===== config.mk =====
export PLATFORM = sky130hd
export DESIGN_NAME = tds_div
export DESIGN_NICKNAME = d
export VERILOG_FILES = /design/src/hw/rtl/tds_pkg.sv /design/src/hw/rtl/tds_div.sv
export SDC_FILE = /design/constraint.sdc
export NUM_CORES = 1
export LEC_CHECK = 0
export BUFFER_PORTS_ARGS = -buffer_cell sky130_fd_sc_hd__buf_4
export CAP_MARGIN = 5
export CELL_PAD_IN_SITES_DETAIL_PLACEMENT = 1
export CELL_PAD_IN_SITES_GLOBAL_PLACEMENT = 1
export CORE_MARGIN = 3
export CORE_UTILIZATION = 47
export DETAILED_ROUTE_END_ITERATION = 8
export GPL_TIMING_DRIVEN = 0
export PLACE_DENSITY = 0.9
export SYNTH_ARGS = -nofsm -noshare
export SYNTH_HDL_FRONTEND = slang
export SYNTH_SLANG_ARGS = --single-unit

===== constraint.sdc =====
create_clock -name clk -period 4.2 [get_ports clk]
set_input_delay 0.21 -clock clk [delete_from_list [all_inputs] [get_ports clk]]
set_output_delay 0.21 -clock clk [all_outputs]
set_load 0.02 [all_outputs]

===== src/hw/rtl/tds_pkg.sv =====
// ----------------------------------------------------------------------------
// tds_pkg
// Shared constants and a saturation function for the tridiagonal solver.
// ----------------------------------------------------------------------------
package tds_pkg;

  localparam int MaxRowsDef  = 64;
  localparam int FracBitsDef = 16;
  localparam int DataW       = 32;
  localparam int RowW        = 6;

  localparam logic signed [DataW-1:0] SatMax = {1'b0, {(DataW-1){1'b1}}};
  localparam logic signed [DataW-1:0] SatMin = {1'b1, {(DataW-1){1'b0}}};

  // saturate a 66-bit signed value to 32 bits
  function automatic logic [DataW:0] sat66(input logic signed [65:0] v);
    logic [DataW:0] res;
    begin
      if (v > 66'(signed'(SatMax))) res = {1'b1, SatMax};
      else if (v < 66'(signed'(SatMin))) res = {1'b1, SatMin};
      else res = {1'b0, v[DataW-1:0]};
      return res;
    end
  endfunction

endpackage


===== src/hw/rtl/tds_div.sv =====
// ----------------------------------------------------------------------------
// tds_div
// Iterative signed fixed-point divider: (num << FRAC_BITS) / den, truncated
// toward zero, saturated to 32 bits. One quotient bit per cycle.
// ----------------------------------------------------------------------------
module tds_div #(
  parameter int FRAC_BITS = tds_pkg::FracBitsDef
) (
  input  logic                            clk,
  input  logic                            rst_n,
  input  logic                            go,
  input  logic signed [tds_pkg::DataW-1:0] num,
  input  logic signed [tds_pkg::DataW-1:0] den,
  output logic                            done,
  output logic signed [tds_pkg::DataW-1:0] quot,
  output logic                            zero_den,
  output logic                            sat
);
  localparam int NW = tds_pkg::DataW + FRAC_BITS;
  localparam int CW = $clog2(NW + 1);

  logic [NW-1:0]   q_r, q_nxt;
  logic [tds_pkg::DataW:0] rem_r, rem_nxt;
  logic [tds_pkg::DataW-1:0] d_r;
  logic            neg_r, busy_r, zd_r, done_r;
  logic [CW-1:0]   cnt_r;
  logic [tds_pkg::DataW:0] sh;
  logic [tds_pkg::DataW-1:0] an, ad;
  logic signed [65:0] sq;
  logic [tds_pkg::DataW:0] sr;

  assign an = num[tds_pkg::DataW-1] ? tds_pkg::DataW'(-num) : num;
  assign ad = den[tds_pkg::DataW-1] ? tds_pkg::DataW'(-den) : den;

  always_comb begin
    sh = {rem_r[tds_pkg::DataW-1:0], q_r[NW-1]};
    q_nxt = {q_r[NW-2:0], 1'b0};
    rem_nxt = sh;
    if (sh >= {1'b0, d_r}) begin
      rem_nxt = sh - {1'b0, d_r};
      q_nxt[0] = 1'b1;
    end
  end

  always_ff @(posedge clk) begin
    if (!rst_n) begin
      busy_r <= 1'b0;
      done_r <= 1'b0;
    end else begin
      done_r <= 1'b0;
      if (go) begin
        q_r    <= {an, FRAC_BITS'(0)};
        rem_r  <= '0;
        d_r    <= ad;
        neg_r  <= num[tds_pkg::DataW-1] ^ den[tds_pkg::DataW-1];
        zd_r   <= (den == '0);
        cnt_r  <= CW'(NW);
        busy_r <= (den != '0);
        done_r <= (den == '0);
      end else if (busy_r) begin
        q_r   <= q_nxt;
        rem_r <= rem_nxt;
        cnt_r <= cnt_r - 1'b1;
        if (cnt_r == CW'(1)) begin
          busy_r <= 1'b0;
          done_r <= 1'b1;
        end
      end
    end
  end

  always_comb begin
    sq = neg_r ? -66'(q_r) : 66'(q_r);
    sr = tds_pkg::sat66(sq);
    if (zd_r) begin
      quot = '0;
      sat  = 1'b0;
    end else begin
      quot = sr[tds_pkg::DataW-1:0];
      sat  = sr[tds_pkg::DataW];
    end
  end
  assign done = done_r;
  assign zero_den = zd_r;
endmodule


# Yosys cells after proc, flatten, opt, wreduce, memory -nomap -nowiden
# Index checks and enable logic that the tools add are counted.
# Widths: inputs -> output; s select.
# word_totals
mem_bits_rw	0
latchBits	0
out_inout_bits	35
rom_bits	0
mem_count	0
ff_bits	122
# classes
n_bitwise	1
n_mux	19
order_cmp	3
n_mul	0
n_eq_ne	1
shifts	0
n_addsub	5
n_reduce_logical	5
div	0
# ops
cell	count
$mux 32	4
$mux 48	2
$gt 66x32->1 const B	1
$lt 66x32->1 const B	1
$mux 33	2
$mux 66	1
$neg 48->66	1
$neg 32->32	2
$ge 33x32->1	1
$logic_not 32->1	1
$reduce_bool 32->1	1
$sub 32x32->32	1
$mux 31	1
$mux 1	8
$eq 6x1->1 const B	1
$mux 6	1
$sub 6x1->6 const B	1
$reduce_and 2->1	2
$reduce_bool 2->1	1
$xor 1x1->1	1

# Depth between registers and ports, before layout
# logic_depth
word_depth	6
mapped_depth	14
ltp_nobuf	12

# Least setup slack after synthesis
# No wires, ideal clock.
# synth_path
path_type	register to output
start	reg q_r[22]
end	out quot[30] in the netlist's numbering
path_slack_ps	498
path_buffers	1
t_arrival_ps	3492
path_stages_with_launch	11
path_cell_list	edfxtp_1 or4_1 nor4b_1 nand4_1 or4_1 a21o_1 a2111oi_0 a31o_1 buf_4 nand2_2 a211oi_1
# synth_via
elab_chain_len	6
word_cells_on_any_way	7
# synth_lines
element	line	rtl
start: declaration	tds_div.sv:22	logic [NW-1:0] q_r, q_nxt;
start signal: assignment	tds_div.sv:52	q_r <= {an, FRAC_BITS'(0)};
start signal: assignment	tds_div.sv:61	q_r <= q_nxt;
$neg 48->66	tds_div.sv:73	sq = neg_r ? -66'(q_r) : 66'(q_r);
$mux 66 (*)	tds_div.sv:73	
$lt 66x32->1	tds_pkg.sv:20	else if (v < 66'(signed'(SatMin))) res = {1'b1, SatMin};
$mux 33	tds_pkg.sv:20	
$mux 33 (*)	tds_pkg.sv:19	if (v > 66'(signed'(SatMax))) res = {1'b1, SatMax};
$mux 32 (*)	tds_div.sv:75	if (zd_r) begin
end: declaration	tds_div.sv:15	output logic signed [tds_pkg::DataW-1:0] quot,
# Mark *: on every way between the ends. The rest lies on a longest branch, timed or not.

# Worst setup path after layout
# layout_path
start	reg q_r[20]
end	out quot[12] in the netlist's numbering
# Same word-level chain as after synthesis.

==> results.md <==
- Global-route layer with the greatest usage: met2
- Worst hold path type: primary input to flip-flop
- Worst setup EP type: output pin
- Flop2flop setup slack: 0.30 ns
- Ys Warns: 0
- Slew headroom: 33.6%
- Max Freq: 0.239 GHz
- CP max stage delay: 0.54 ns
- Detailed-route via count: 9284
- Layout area overhead: 24.7%
- Clock-pin slew on the worst setup and hold paths: 0.06 ns
- Die Y-Extent: 150 um
- EDFF count, synth: 120
- Max-cap violations: 0
- Area leader, netlist: edfxtp_1
- Io pins: 102
- Worst path cell trace: or4_4 > nor4b_2 > nand4_1 > buf_4 > o41ai_1 > xnor2_1 > o2111ai_2 > o41ai_4 > buf_6 > buf_8 > a21oi_2 > buf_4
- Gr usage total: 27.4%
- Inserted Diodes: 0
- CP max FO: 10
- Worst setup SP type: flip-flop
- Drc violations: 0
- RD Place Congestion: 0.953
- CTS max path bufs: 2
- Per-cell routed wire length: 21.7 um
- Largest net degree at the start of global routing: 46
- GR Util met3: 3.46%
- Met2 Usage GRT: 48.4%
- Crit path DAT: 3.97 ns
- # port buffers: 101
- Die Wd: 150 um
- Synthesized area: 9790 sq um
- Final setup viols: 0
- Synth area leaders: edfxtp_1, xnor2_1, ha_1, nor2_1, xor2_1
- Status: completed
- Core Util, Final: 60.0%
- Slew Limit Fails: 0
- Minimum clock period: 4.18 ns
- WL final: 33.1 mm
- Final hold violation count: 0
- Root buffer cell: clkbuf_16
- Syn nets: 1177
- Post-synthesis sequential area ratio: 37.2%
- NumNets Final: 1348
- Most frequent CP cell: buf_4
- Maximum VDD drop: 288 uV
- Grt ovf: 0
- Clock skew: 0.0114 ns
- 1st-iter DRT viols: 680
- H-tree levels: 4
- Number of global-route vias before repair: 9240
- Period utilization: 99.6%
- Starting Density: 48.1%
- DR vias/cell: 6.08
- Most instantiated cells after synthesis: edfxtp_1, nor2_1, xnor2_1
- CTS tree: done
- Top-count cell post-synth: edfxtp_1
- Initial antenna violation count: 0
- Hold_ws: 0.0283 ns
- Synth unique cells: 74
- Worst Tran Pin Value: 0.987 ns
- Async set-or-reset flop fraction in the synthesized netlist: 0%
- Global-route wire length before repair: 48.8 mm
- M1 GR Usage: 33.9%
- Worst skew pair latency: 0.43 ns
- Std-Cell Rows: 52
- CTS Sinks: 122
- Synth Register Bits: 122
- Post-route ant nets: 0
- Crit path max-delay family: simple AND/OR/NAND/NOR gates
- Avg Cell Area, Syn: 9.13 sq um
- Core Area: 20400 sq um
- Pre-Repair DR Iteration Count: 6
- Share of post-route cells with drive strength above 1: 22.2%
- Syn Inst Count: 1072
- Slowest-stage cell, CP: or4_4
- Die area: 22600 sq um
- Yosys top cell area share: 36.8%
- CP Class: flip-flop to output pin
- LEAKAGE: 4.73 nW
- Top FF cell, synth: edfxtp_1
- Pwr dens: 362 nW/um^2
- Worst EP required: 3.99 ns
- Detail Placement HPWL: 22.8 mm
- Buf/Inv on CP: 4
- Num CTS Buffers: 17
==> per-stage QoR <==
step	power [mW]	area [sq um]	setup WS [ns]	TNS (ns)	cells
floorplan	2.39	9790	0.498	0	1072
CTS	4.35	11700	0.00222	0	1486
global route	4.61	12200	-0.107	-2.51	1526
detailed placement	2.76	10900	-0.271	-9.11	1444
global placement	2.70	10900	-0.507	-47.81	1443
finish	4.42	12200	0.0179	0	1526
==> sequential cells by signal, indices dropped and copies added (netlist names) <==
signal	flops
rem_r	32
q_r	48
zero_den	1
d_r	32
neg_r	1
cnt_r	6
busy_r	1
done	1
==> layout by cell type (no fill, tap or decap), types with 15 or more instances in the layout <==
master	instances
clkbuf_16	17
a21o_1	22
mux2i_1	30
a21oi_1	69
buf_4	154
xor2_1	43
inv_1	54
or4_1	16
nor3_1	26
o41ai_1	15
edfxtp_1	120
ha_1	36
xnor2_1	79
nand3_1	25
o31ai_1	23
nor2_1	100
nor2b_1	18
nand2_1	73
o21ai_0	45
a21oi_2	20
clkbuf_1	34
==> worst paths after layout <==
check	end	startpoint	cells after the start
worst max-delay path	quot[12]	q_r[20]	12
worst min-delay path	d_r[0]	den[0]	1
worst max register to register	rem_r[7]	rem_r[9]	12
worst min register to register	cnt_r[5]	cnt_r[5]	2
==> routing by layer <==
layer  wire, um  vias to the layer above
li1           -                     4309
met1      13300                     4570
met2      17000                      310
met3       1620                       95
met4       1170                        0
met5          0                        -
==> cell families (layout without fill, tap and decap cells) <==
| logic type | Yosys count | in the layout | share of synthesized area (%) |
|---|---|---|---|
| xor gates and xnor gates | 123 | 123 | 11.0 |
| muxes | 33 | 33 | 3.41 |
| and+or+nand+nor | 385 | 385 | 20.7 |
| buffers and inverters | 110 | 294 | 4.60 |
| DFF | 122 | 122 | 37.2 |
| AOI/OAI and AO/OA | 261 | 261 | 18.1 |
| adders and majority gates | 38 | 38 | 4.93 |
==> area by class of cell <==
cell class	instances	area, sq um
Inverter	54	203
Multi-Input combinational cell	840	5950
Timing Repair Buffer	154	1180
Buffer	54	272
Tap cell	270	338
Sequential cell	122	3640
Clock inverter	14	185
Fill cell	2339	8150
Clock buffer	18	439
==> where the power goes <==
| group | leakage, nW | switching [mW] | total (mW) | internal [mW] |
|---|---|---|---|---|
| clock network | 0.296 | 0.612 | 1.57 | 0.963 |
| logic | 3.27 | 0.743 | 1.28 | 0.537 |
| registers | 1.16 | 0.0905 | 1.57 | 1.48 |
| total | 4.73 | 1.45 | 4.42 | 2.98 |
==> worst register-to-register path, cell delays in order, from the launching register on <==
cell	delay, ns
edfxtp_1	0.41
ha_1	0.31
clkbuf_1	0.20
a21o_1	0.23
a211oi_1	0.33
or3_1	0.17
nand3_1	0.23
a31oi_1	0.40
o21ai_1	0.25
nor2_4	0.34
clkbuf_2	0.41
mux2i_1	0.28
nor2_1	0.07
==> what timing repair did <==
action	4_1_cts	5_1_grt
hold buffers	0	0
hold endpoints to repair	0	0
resized for setup	22	46
setup endpoints to repair	55	53
buffers inserted	11	41
pin swaps	7	18
Note: power is estimated with default switching activity, not from simulation.
